**src/rtl/btnrep_pkg.sv**
```systemverilog
// Shared types and constants for the button edge and auto-repeat block.
// Used by btnrep_cfg, btnrep_lane and button_edge_and_auto_repeat; depends on nothing.
`default_nettype none

package btnrep_pkg;

	localparam int unsigned MASK_BITS    = 16;
	localparam int unsigned CFG_BITS     = 8;
	localparam int unsigned PHASE_BITS   = 8;
	localparam int unsigned CFG_IDX_BITS = 1;

	typedef enum logic [CFG_IDX_BITS-1:0] {
		REG_DELAY  = 1'b0,
		REG_PERIOD = 1'b1
	} reg_idx_t;

	localparam logic [CFG_BITS-1:0] DEFAULT_DELAY  = 8'd10;
	localparam logic [CFG_BITS-1:0] DEFAULT_PERIOD = 8'd6;

	typedef logic [MASK_BITS-1:0] mask_t;

	typedef struct packed {
		logic [CFG_BITS-1:0] delay;
		logic [CFG_BITS-1:0] period;
	} cfg_t;

endpackage

`default_nettype wire

```
**src/rtl/btnrep_cfg.sv**
```systemverilog
// Configuration registers for the repeat delay and repeat period.
// Depends on btnrep_pkg.
`default_nettype none

module btnrep_cfg (
	input  wire logic                                    clk,
	input  wire logic                                    arst_n,
	input  wire logic                                    wr_en,
	input  wire logic [btnrep_pkg::CFG_IDX_BITS-1:0]     wr_index,
	input  wire logic [btnrep_pkg::CFG_BITS-1:0]         wr_data,
	output btnrep_pkg::cfg_t                             cfg
);
	import btnrep_pkg::*;

	cfg_t cfg_q;

	always_ff @(posedge clk or negedge arst_n) begin
		if (!arst_n) begin
			cfg_q.delay  <= DEFAULT_DELAY;
			cfg_q.period <= DEFAULT_PERIOD;
		end else if (wr_en) begin
			unique case (reg_idx_t'(wr_index))
				REG_DELAY: begin
					cfg_q.delay <= wr_data;
				end
				REG_PERIOD: begin
					cfg_q.period <= wr_data;
				end
				default: begin
				end
			endcase
		end
	end

	assign cfg = cfg_q;

endmodule

`default_nettype wire

```
**src/rtl/btnrep_lane.sv**
```systemverilog
// Per-button state: press age (saturating) and repeat phase, plus the repeat decision.
// Depends on btnrep_pkg.
`default_nettype none

module btnrep_lane #(
	parameter int unsigned AGE_BITS = 8
) (
	input  wire logic              clk,
	input  wire logic              arst_n,
	input  wire logic              advance,
	input  wire logic              held,
	input  wire logic              press,
	input  wire btnrep_pkg::cfg_t  cfg,
	output logic                   rep
);
	import btnrep_pkg::*;

	localparam int unsigned CMP_BITS = (AGE_BITS > CFG_BITS) ? AGE_BITS : CFG_BITS;
	localparam logic [AGE_BITS-1:0] AGE_MAX = {AGE_BITS{1'b1}};

	logic [AGE_BITS-1:0]   age_q;
	logic [PHASE_BITS-1:0] phase_q;
	logic [AGE_BITS-1:0]   age_inc;
	logic [PHASE_BITS-1:0] phase_inc;
	logic [AGE_BITS-1:0]   age_d;
	logic [PHASE_BITS-1:0] phase_d;
	logic [PHASE_BITS:0]   phase_next;
	logic                  past_delay;

	always_comb begin
		age_inc    = (age_q == AGE_MAX) ? age_q : age_q + 1'b1;
		phase_next = {1'b0, phase_q} + 1'b1;
		phase_inc  = (phase_next >= {1'b0, cfg.period}) ? '0 : phase_next[PHASE_BITS-1:0];
		past_delay = CMP_BITS'(age_inc) > CMP_BITS'(cfg.delay);
		if (!held || press) begin
			age_d   = '0;
			phase_d = '0;
			rep     = held;
		end else begin
			age_d   = age_inc;
			phase_d = phase_inc;
			rep     = past_delay && (phase_inc == '0);
		end
	end

	always_ff @(posedge clk or negedge arst_n) begin
		if (!arst_n) begin
			age_q   <= '0;
			phase_q <= '0;
		end else if (advance) begin
			age_q   <= age_d;
			phase_q <= phase_d;
		end
	end

endmodule

`default_nettype wire

```
**src/rtl/button_edge_and_auto_repeat.sv**
```systemverilog
// Top level of the button edge and auto-repeat block.
// Depends on btnrep_pkg, btnrep_cfg and btnrep_lane.
// One item (a frame's button word) is accepted every cycle while in_ready is high. Each
// item passes through one input register and then one result register before its result
// is on the outputs. The rate is set by the per-button age and phase update, which is
// combinational logic between those registers. While out_ready is low the two registers
// fill, and in_ready then drops until the result is taken. Buttons at or above
// NUM_BUTTONS, and above bit 15, always read as zero in all three masks.
`default_nettype none

module button_edge_and_auto_repeat #(
	parameter int unsigned NUM_BUTTONS = 16,
	parameter int unsigned AGE_BITS    = 8
) (
	input  wire logic                                clk,
	input  wire logic                                arst_n,
	input  wire logic                                in_valid,
	output logic                                     in_ready,
	input  wire logic [btnrep_pkg::MASK_BITS-1:0]    pad_buttons,
	output logic                                     out_valid,
	input  wire logic                                out_ready,
	output logic [btnrep_pkg::MASK_BITS-1:0]         held_mask,
	output logic [btnrep_pkg::MASK_BITS-1:0]         press_edge_mask,
	output logic [btnrep_pkg::MASK_BITS-1:0]         repeat_press_mask,
	input  wire logic                                cfg_valid,
	output logic                                     cfg_ready,
	input  wire logic [btnrep_pkg::CFG_IDX_BITS-1:0] cfg_index,
	input  wire logic [btnrep_pkg::CFG_BITS-1:0]     cfg_data
);
	import btnrep_pkg::*;

	localparam int unsigned LANES = (NUM_BUTTONS > MASK_BITS) ? MASK_BITS : NUM_BUTTONS;

	cfg_t  cfg;
	logic  valid_s1;
	mask_t pad_s1;
	mask_t prev_q;
	mask_t held;
	mask_t press;
	mask_t rep;
	mask_t lane_mask;
	logic  out_valid_q;
	mask_t held_s2;
	mask_t press_s2;
	mask_t rep_s2;
	logic  s2_free;
	logic  advance;

	assign cfg_ready = 1'b1;

	btnrep_cfg u_cfg (
		.clk      (clk),
		.arst_n   (arst_n),
		.wr_en    (cfg_valid && cfg_ready),
		.wr_index (cfg_index),
		.wr_data  (cfg_data),
		.cfg      (cfg)
	);

	assign s2_free  = !out_valid_q || out_ready;
	assign advance  = valid_s1 && s2_free;
	assign in_ready = !valid_s1 || s2_free;

	always_ff @(posedge clk or negedge arst_n) begin
		if (!arst_n) begin
			valid_s1 <= 1'b0;
		end else if (in_ready) begin
			valid_s1 <= in_valid;
		end
	end

	always_ff @(posedge clk) begin
		if (in_valid && in_ready) begin
			pad_s1 <= pad_buttons;
		end
	end

	assign held  = pad_s1 & lane_mask;
	assign press = held & ~prev_q;

	genvar gi;
	generate
		for (gi = 0; gi < MASK_BITS; gi++) begin : g_lane
			if (gi < LANES) begin : g_used
				assign lane_mask[gi] = 1'b1;
				btnrep_lane #(
					.AGE_BITS (AGE_BITS)
				) u_lane (
					.clk     (clk),
					.arst_n  (arst_n),
					.advance (advance),
					.held    (held[gi]),
					.press   (press[gi]),
					.cfg     (cfg),
					.rep     (rep[gi])
				);
			end else begin : g_unused
				assign lane_mask[gi] = 1'b0;
				assign rep[gi]       = 1'b0;
			end
		end
	endgenerate

	always_ff @(posedge clk or negedge arst_n) begin
		if (!arst_n) begin
			prev_q      <= '0;
			out_valid_q <= 1'b0;
		end else begin
			if (advance) begin
				prev_q <= held;
			end
			if (s2_free) begin
				out_valid_q <= valid_s1;
			end
		end
	end

	always_ff @(posedge clk) begin
		if (advance) begin
			held_s2  <= held;
			press_s2 <= press;
			rep_s2   <= rep;
		end
	end

	assign out_valid         = out_valid_q;
	assign held_mask         = held_s2;
	assign press_edge_mask   = press_s2;
	assign repeat_press_mask = rep_s2;

	a_edge_in_held: assert property (@(posedge clk) disable iff (!arst_n)
		out_valid_q |-> ((press_s2 & ~held_s2) == '0))
		else $error("press edge reported for a button that is not held");

	a_edge_repeats: assert property (@(posedge clk) disable iff (!arst_n)
		out_valid_q |-> ((press_s2 & ~rep_s2) == '0))
		else $error("press edge without a repeat press");

	a_rep_in_held: assert property (@(posedge clk) disable iff (!arst_n)
		out_valid_q |-> ((rep_s2 & ~held_s2) == '0))
		else $error("repeat press for a button that is not held");

	a_unused_zero: assert property (@(posedge clk) disable iff (!arst_n)
		out_valid_q |-> (((held_s2 | rep_s2) & ~lane_mask) == '0))
		else $error("unused button reported");

	a_advance_fills: assert property (@(posedge clk) disable iff (!arst_n)
		advance |=> out_valid_q)
		else $error("computed item lost between stages");

endmodule

`default_nettype wire

```
**config.mk**
```make
export PLATFORM = sky130hd
export DESIGN_NAME = button_edge_and_auto_repeat
export DESIGN_NICKNAME = d
export VERILOG_FILES = /design/src/rtl/btnrep_pkg.sv /design/src/rtl/btnrep_cfg.sv /design/src/rtl/btnrep_lane.sv /design/src/rtl/button_edge_and_auto_repeat.sv
export SDC_FILE = /design/constraint.sdc
export NUM_CORES = 1
export LEC_CHECK = 0
export BUFFER_PORTS_ARGS = -buffer_cell sky130_fd_sc_hd__buf_2
export CAP_MARGIN = 20
export CORE_MARGIN = 1.5
export CORE_UTILIZATION = 55
export DETAILED_ROUTE_END_ITERATION = 8
export HOLD_SLACK_MARGIN = 0.08
export MAX_ROUTING_LAYER = met4
export PLACE_DENSITY = 0.7
export SYNTH_ARGS = -nofsm -noshare
export SYNTH_HDL_FRONTEND = slang
export SYNTH_SLANG_ARGS = --single-unit
```
**constraint.sdc**
```tcl
create_clock -name clk -period 4.2 [get_ports clk]
set_input_delay 0.84 -clock clk [delete_from_list [all_inputs] [get_ports clk]]
set_output_delay 0.84 -clock clk [all_outputs]
set_load 0.01 [all_outputs]
```
**Word-level counts from Yosys, hierarchy flattened**

Cells that the tools add are included.

- Logic and storage cells: 276
- Bits in registers: 354
- Output and inout port bits: 51
- Input bits: 30

- Reduce and logical (&&, ||, !) cells: 72
- Equality and inequality tests: 16
- Mux-type cells: 80
- Bitwise operators: 3
- Add/subtract/negate cells: 32
- Magnitude comparators: 32

Operator list:

| kind | count |
|---|---|
| $mux W8 | 64 |
| $add A8 B1 Y9 const B | 16 |
| $ge A9 B8 Y1 | 16 |
| $add A8 B1 Y8 const B | 16 |
| $eq A8 B8 Y1 const B | 16 |
| $gt A8 B8 Y1 | 16 |
| $logic_not A8 Y1 | 16 |
| $logic_and A1 B1 Y1 | 18 |
| $logic_not A1 Y1 | 18 |
| $logic_or A1 B1 Y1 | 18 |
| $and A16 B16 Y16 | 1 |
| $mux W1 | 16 |
| $not A16 Y16 | 1 |
| $reduce_and A2 Y1 | 2 |
| $not A1 Y1 | 1 |

**Logic depth before layout (Yosys ltp)**

- Depth in word-level cells: 6
- Gate-level depth with buffers: 13
- Gate-level depth less buffers: 12

**Cells and area by module**

A second synthesis with hierarchy kept.

- Cell total of the unflattened synthesis: 2735
- Area, all modules: 26402.8 um^2

Modules (own cells, without submodules):

| module | cells each | instances | area each (um^2) | seq. area each (um^2) |
|---|---|---|---|---|
| btnrep_lane | 161 | 16 | 1436.4 | 400.4 |
| button_edge_and_auto_repeat | 124 | 1 | 2773.9 | 2372.3 |
| btnrep_cfg | 35 | 1 | 646.9 | 405.4 |

**Worst setup path before layout**

No wires, ideal clock.

- Path kind: input -> register
- Start point: input out_ready
- End point: register held_s2[0], in the netlist held_mask[0], enable pin
- Required time: 3771 ps
- Arrival time: 3086 ps
- Buffers on the path: 4
- Setup time: 429 ps
- Cell stages on the path: 7
- Slack: 684 ps
- Path through: nor2b_1 -> buf_2 -> nand2b_4 -> inv_2 -> buf_2 -> buf_2 -> buf_1

- Longest elaborated chain between the ends: 2

Ends and longest elaborated chain:

| element | RTL line | text |
|---|---|---|
| from (decl) | button_edge_and_auto_repeat.sv:21 | `input wire logic out_ready,` |
| $logic_or A1 B1 Y1 | button_edge_and_auto_repeat.sv:60 | `assign s2_free = !out_valid_q \|\| out_ready;` |
| $logic_and A1 B1 Y1 | button_edge_and_auto_repeat.sv:61 | `assign advance = valid_s1 && s2_free;` |
| via advance | button_edge_and_auto_repeat.sv:47 | `logic advance;` |
| to (signal assigned) | button_edge_and_auto_repeat.sv:120 | `held_s2 <= held;` |
| to (decl) | button_edge_and_auto_repeat.sv:43 | `mask_t held_s2;` |

The timed path passes the listed nets, and every way through them passes these cells.
A chain may end at the register's enable or synchronous reset.

**Worst setup path in the final report**

- Start point: register g_lane[15].g_used.u_lane.phase_q[0]
- End point: register rep_s2[15], in the netlist repeat_press_mask[15] (data pin)

- Longest elaborated chain between the ends: 6

Ends and longest elaborated chain:

| element | RTL line | text |
|---|---|---|
| from (decl) | btnrep_lane.sv:22 | `logic [PHASE_BITS-1:0] phase_q;` |
| from (signal assigned) | btnrep_lane.sv:52 | `phase_q <= phase_d;` |
| $add A8 B1 Y9 (*) | btnrep_lane.sv:32 | `phase_next = {1'b0, phase_q} + 1'b1;` |
| $ge A9 B8 Y1 | btnrep_lane.sv:33 | `phase_inc = (phase_next >= {1'b0, cfg.period}) ? '0 : phase_next[PHASE_BITS-1:0];` |
| $mux W8 (*) | btnrep_lane.sv:33 |  |
| $logic_not A8 Y1 (*) | btnrep_lane.sv:42 | `rep = past_delay && (phase_inc == '0);` |
| $logic_and A1 B1 Y1 (*) | btnrep_lane.sv:42 |  |
| $mux W1 (*) | btnrep_lane.sv:35 | `if (!held \|\| press) begin` |
| via g_lane[15].g_used.u_lane.rep | btnrep_lane.sv:14 | `output logic rep` |
| to (signal assigned) | button_edge_and_auto_repeat.sv:122 | `rep_s2 <= rep;` |
| to (decl) | button_edge_and_auto_repeat.sv:45 | `mask_t rep_s2;` |

Mark *: on every way through the listed nets, which the timed path passes. The rest lies on a longest branch.

==> flow_summary_export.csv <==
group,metric,value,unit
drt,drtPass1Iterations,6,
synth,synthArstFlopShare,81.9,%
sta,hold_ws,0.330,ns
worst_setup_path,crit_family,"simple AND/OR/NAND/NOR gates",
grt,grt-ovfl-total,0,
sta,worstMarginPinSlew,0.982,ns
layout,nets,3025,
clock_tree,cts_tree,"yes",
sta,slew_headroom,34.6,%
worst_setup_path,critical_path.cell_chain,"ha_1 > and3_1 > nor2b_1 > or2_2 > ha_1 > a21o_1 > a221oi_1 > o21ai_0 > nor2_1 > a21boi_0 > o32ai_1",
grt,grt_pass1_wl,101000,um
floorplanning,initial_core_util,55.6,%
grt,grt_max_degree,201,
synth,synth_top_family_by_area,"simple AND/OR/NAND/NOR gates",
drt,final_antenna_net_count,0,
power,power,9.36,mW
layout,antenna_cells,0,
grt,track_usage,27.5,%
hold_path,hold_class,"in -> async",
layout,final_cell_mix,"nand2_1, ha_1, dfrtp_1",
worst_setup_path,startpoint_type,"flip-flop",
drt,viasPerCell,6.18,
synth,synth-main-ff-cell,"dfrtp_1",
sta,drv_slew,0,
clock_tree,cts_resized,0,
floorplanning,pin_count,81,
drt,routed_wl,61200,um
synth,seq_area_frac_synth,37.5,%
synth,synth_xor_area_share,5.65,%
drt,route.detailed.drc,0,
placed_design,gp_congestion,0.886,
clock_tree,cts_max_path_buffers,3,
synth,synth_simple_gate_area_share,19.2,%
synth,syn-instance-count,2655,
worst_setup_path,path_buf_inv,0,
synth,synth.area.top_cells,"dfrtp_1, ha_1, edfxtp_1",
sta,finalSetupTns,0,ns
clock_tree,clkSinkCount,354,
sta,fmax,300,MHz
drt,drtIter0Drc,1382,
run,drv_cap,0,
grt,grt_pass1_vias,20099,
run_status,status,"finished clean",
worst_setup_path,path_common_cell,"ha_1",
sta,layout_min_cycle_time,3.34,ns
power,peakVddDrop,0.255,mV
clock_tree,root_buffer,"clkbuf_16",
synth,synth-warning-count,0,
clock_tree,clock_latency,0.57,ns
floorplanning,die_y,214,um
synth,synthAdderAreaFrac,14.7,%
clock_tree,holdBufCountCts,0,
worst_setup_path,critical_path.max_stage_delay,0.46,ns
power,p_leak,12.8,nW
worst_setup_path,end_kind,"flip-flop",
sta,period_share,79.4,%
layout,area_delta_synth_final,9.95,%
synth,ys_ff_latch,354,
layout,layout_commonest_cell,"nand2_1",
synth,avgSynthCellArea,9.22,um^2
worst_setup_path,cp_data_required_time,4.50,ns
synth,synth_compound_area_share,18.3,%
clock_tree,cts.clk_slew.worst_paths,0.06,ns
synth,syn_area,0.0245,mm^2
layout,drive_gt1_share,8.54,%
floorplanning,rows,77,
worst_setup_path,worstPathArrival,3.63,ns
floorplanning,die_x,214,um
placed_design,port_buffers,79,
floorplanning,core_area,0.0440,mm^2
drt,vias,20584,
grt,antenna_found_initial,0,
placed_design,dp_hpwl,42000,um
worst_setup_path,slowest_stage,"dfrtp_1",
floorplanning,die_area,0.0458,mm^2
synth,yosys.area.top_type,"dfrtp_1",
worst_setup_path,worstPathMaxFanout,9,
sta,setup-violations-final,0,
synth,synth_nets,2973,
drt,wire_per_inst,18.4,um
clock_tree,h-tree-depth,2,
sta,rsz0062_at_grt,"no",
synth,ys_types,72,
worst_setup_path,critPathKind,"reg -> reg",
clock_tree,numCtsBuffers,43,
clock_tree,cts_setup_buffers,0,
sta,hold_viol_final,0,
synth,synth_enable_flop_cells,64,
synth,synth_top_area_share,29.2,%
synth,synthMuxAreaShare,1.56,%
sta,finClkSkew,0.0120,ns
power,pwr_density_cell,348,mW/mm^2
## metrics by stage
step                worst slack (ns)  utilization (%)  area (um^2)  instances
floorplan                      0.684                -        24500       2655
global placement               0.966             57.9        25500       3254
detailed placement             0.882             57.9        25500       3254
CTS                            0.884             61.1        26900       3333
global route                   0.581             61.1        26900       3333
finish                         0.865             61.1        26900       3333
## routing by layer
layer  wire length (um)  vias up  global-route usage [%]
met1              27300     9980                    34.6
met5                  0        -                       -
met4               2160        0                    10.1
met3               2800      130                    3.43
met2              29000      495                    45.5
li1                   -     9979                       -
## path summary, 6_finish.rpt
check / from / end / slack [ns] / cells past startpoint
worst max-delay path: g_lane[15].g_used.u_lane.phase_q[0] / repeat_press_mask[15] / 0.86 / 11
worst min-delay path: arst_n / g_lane[3].g_used.u_lane.age_q[4] / 0.33 / 1
worst max register to register: g_lane[15].g_used.u_lane.phase_q[0] / repeat_press_mask[15] / 0.86 / 11
worst min register to register: u_cfg.cfg[3] / u_cfg.cfg[3] / 0.51 / 1
max in group asynchronous: arst_n / u_cfg.cfg[2] / 2.88 / 2
min in group clk: pad_buttons[1] / held[1] / 0.45 / 1
## registers in the layout (all words and copies together) (netlist names), 16 cells and up
name and count:
g_lane.g_used.u_lane.phase_q 128, held_mask 16, u_cfg.cfg 16, repeat_press_mask 16, held 16, press_edge_mask 16, g_lane.g_used.u_lane.age_q 128, prev_q 16
## layout make-up
| class | instances | area (um^2) |
|---|---|---|
| clock buffer | 59 | 1240 |
| sequential | 354 | 9180 |
| tap | 592 | 741 |
| inverter | 86 | 328 |
| fill | 3696 | 17100 |
| multi-input combinational | 2108 | 14500 |
| timing repair buffer | 114 | 706 |
| clock inverter | 20 | 176 |
## kinds of logic after synthesis
group / after synthesis
AND/OR/NAND/NOR: 948
other: 1
multiplexers: 35
buffers and inverters: 193
XOR/XNOR: 158
adder cells (fa/ha/maj): 288
flip-flops: 354
AO/OA/AOI/OAI: 678
## where the power goes
group	internal, mW	total, mW	switching [mW]
registers	3.70	3.90	0.204
clock network	2.24	3.74	1.50
logic	0.642	1.72	1.08
## cells in the mapped netlist, types with 5 or more instances
cell type	count
dfrtp_1	286
nand3_1	152
or2_2	9
nor4b_1	6
nor2_1	159
a32o_1	21
o21a_1	37
and2_1	6
or3_1	11
clkbuf_1	78
a31oi_1	54
nor3_1	45
nor4_1	14
mux2i_1	9
a211oi_1	7
edfxtp_1	64
buf_2	18
nor3b_1	6
o21ai_0	215
xor2_1	63
a221oi_1	11
nand4_1	76
mux2_2	26
o32ai_1	13
xnor2_1	95
nand2_1	290
a21oi_1	107
and4_1	20
a2111oi_0	15
nand2b_1	21
o31ai_1	19
nor2b_1	41
o211ai_1	13
ha_1	288
a22o_1	85
a21o_1	42
a211o_1	5
and3_1	74
inv_1	85
buf_1	9
No activity file was read; power rests on OpenSTA's default activity.
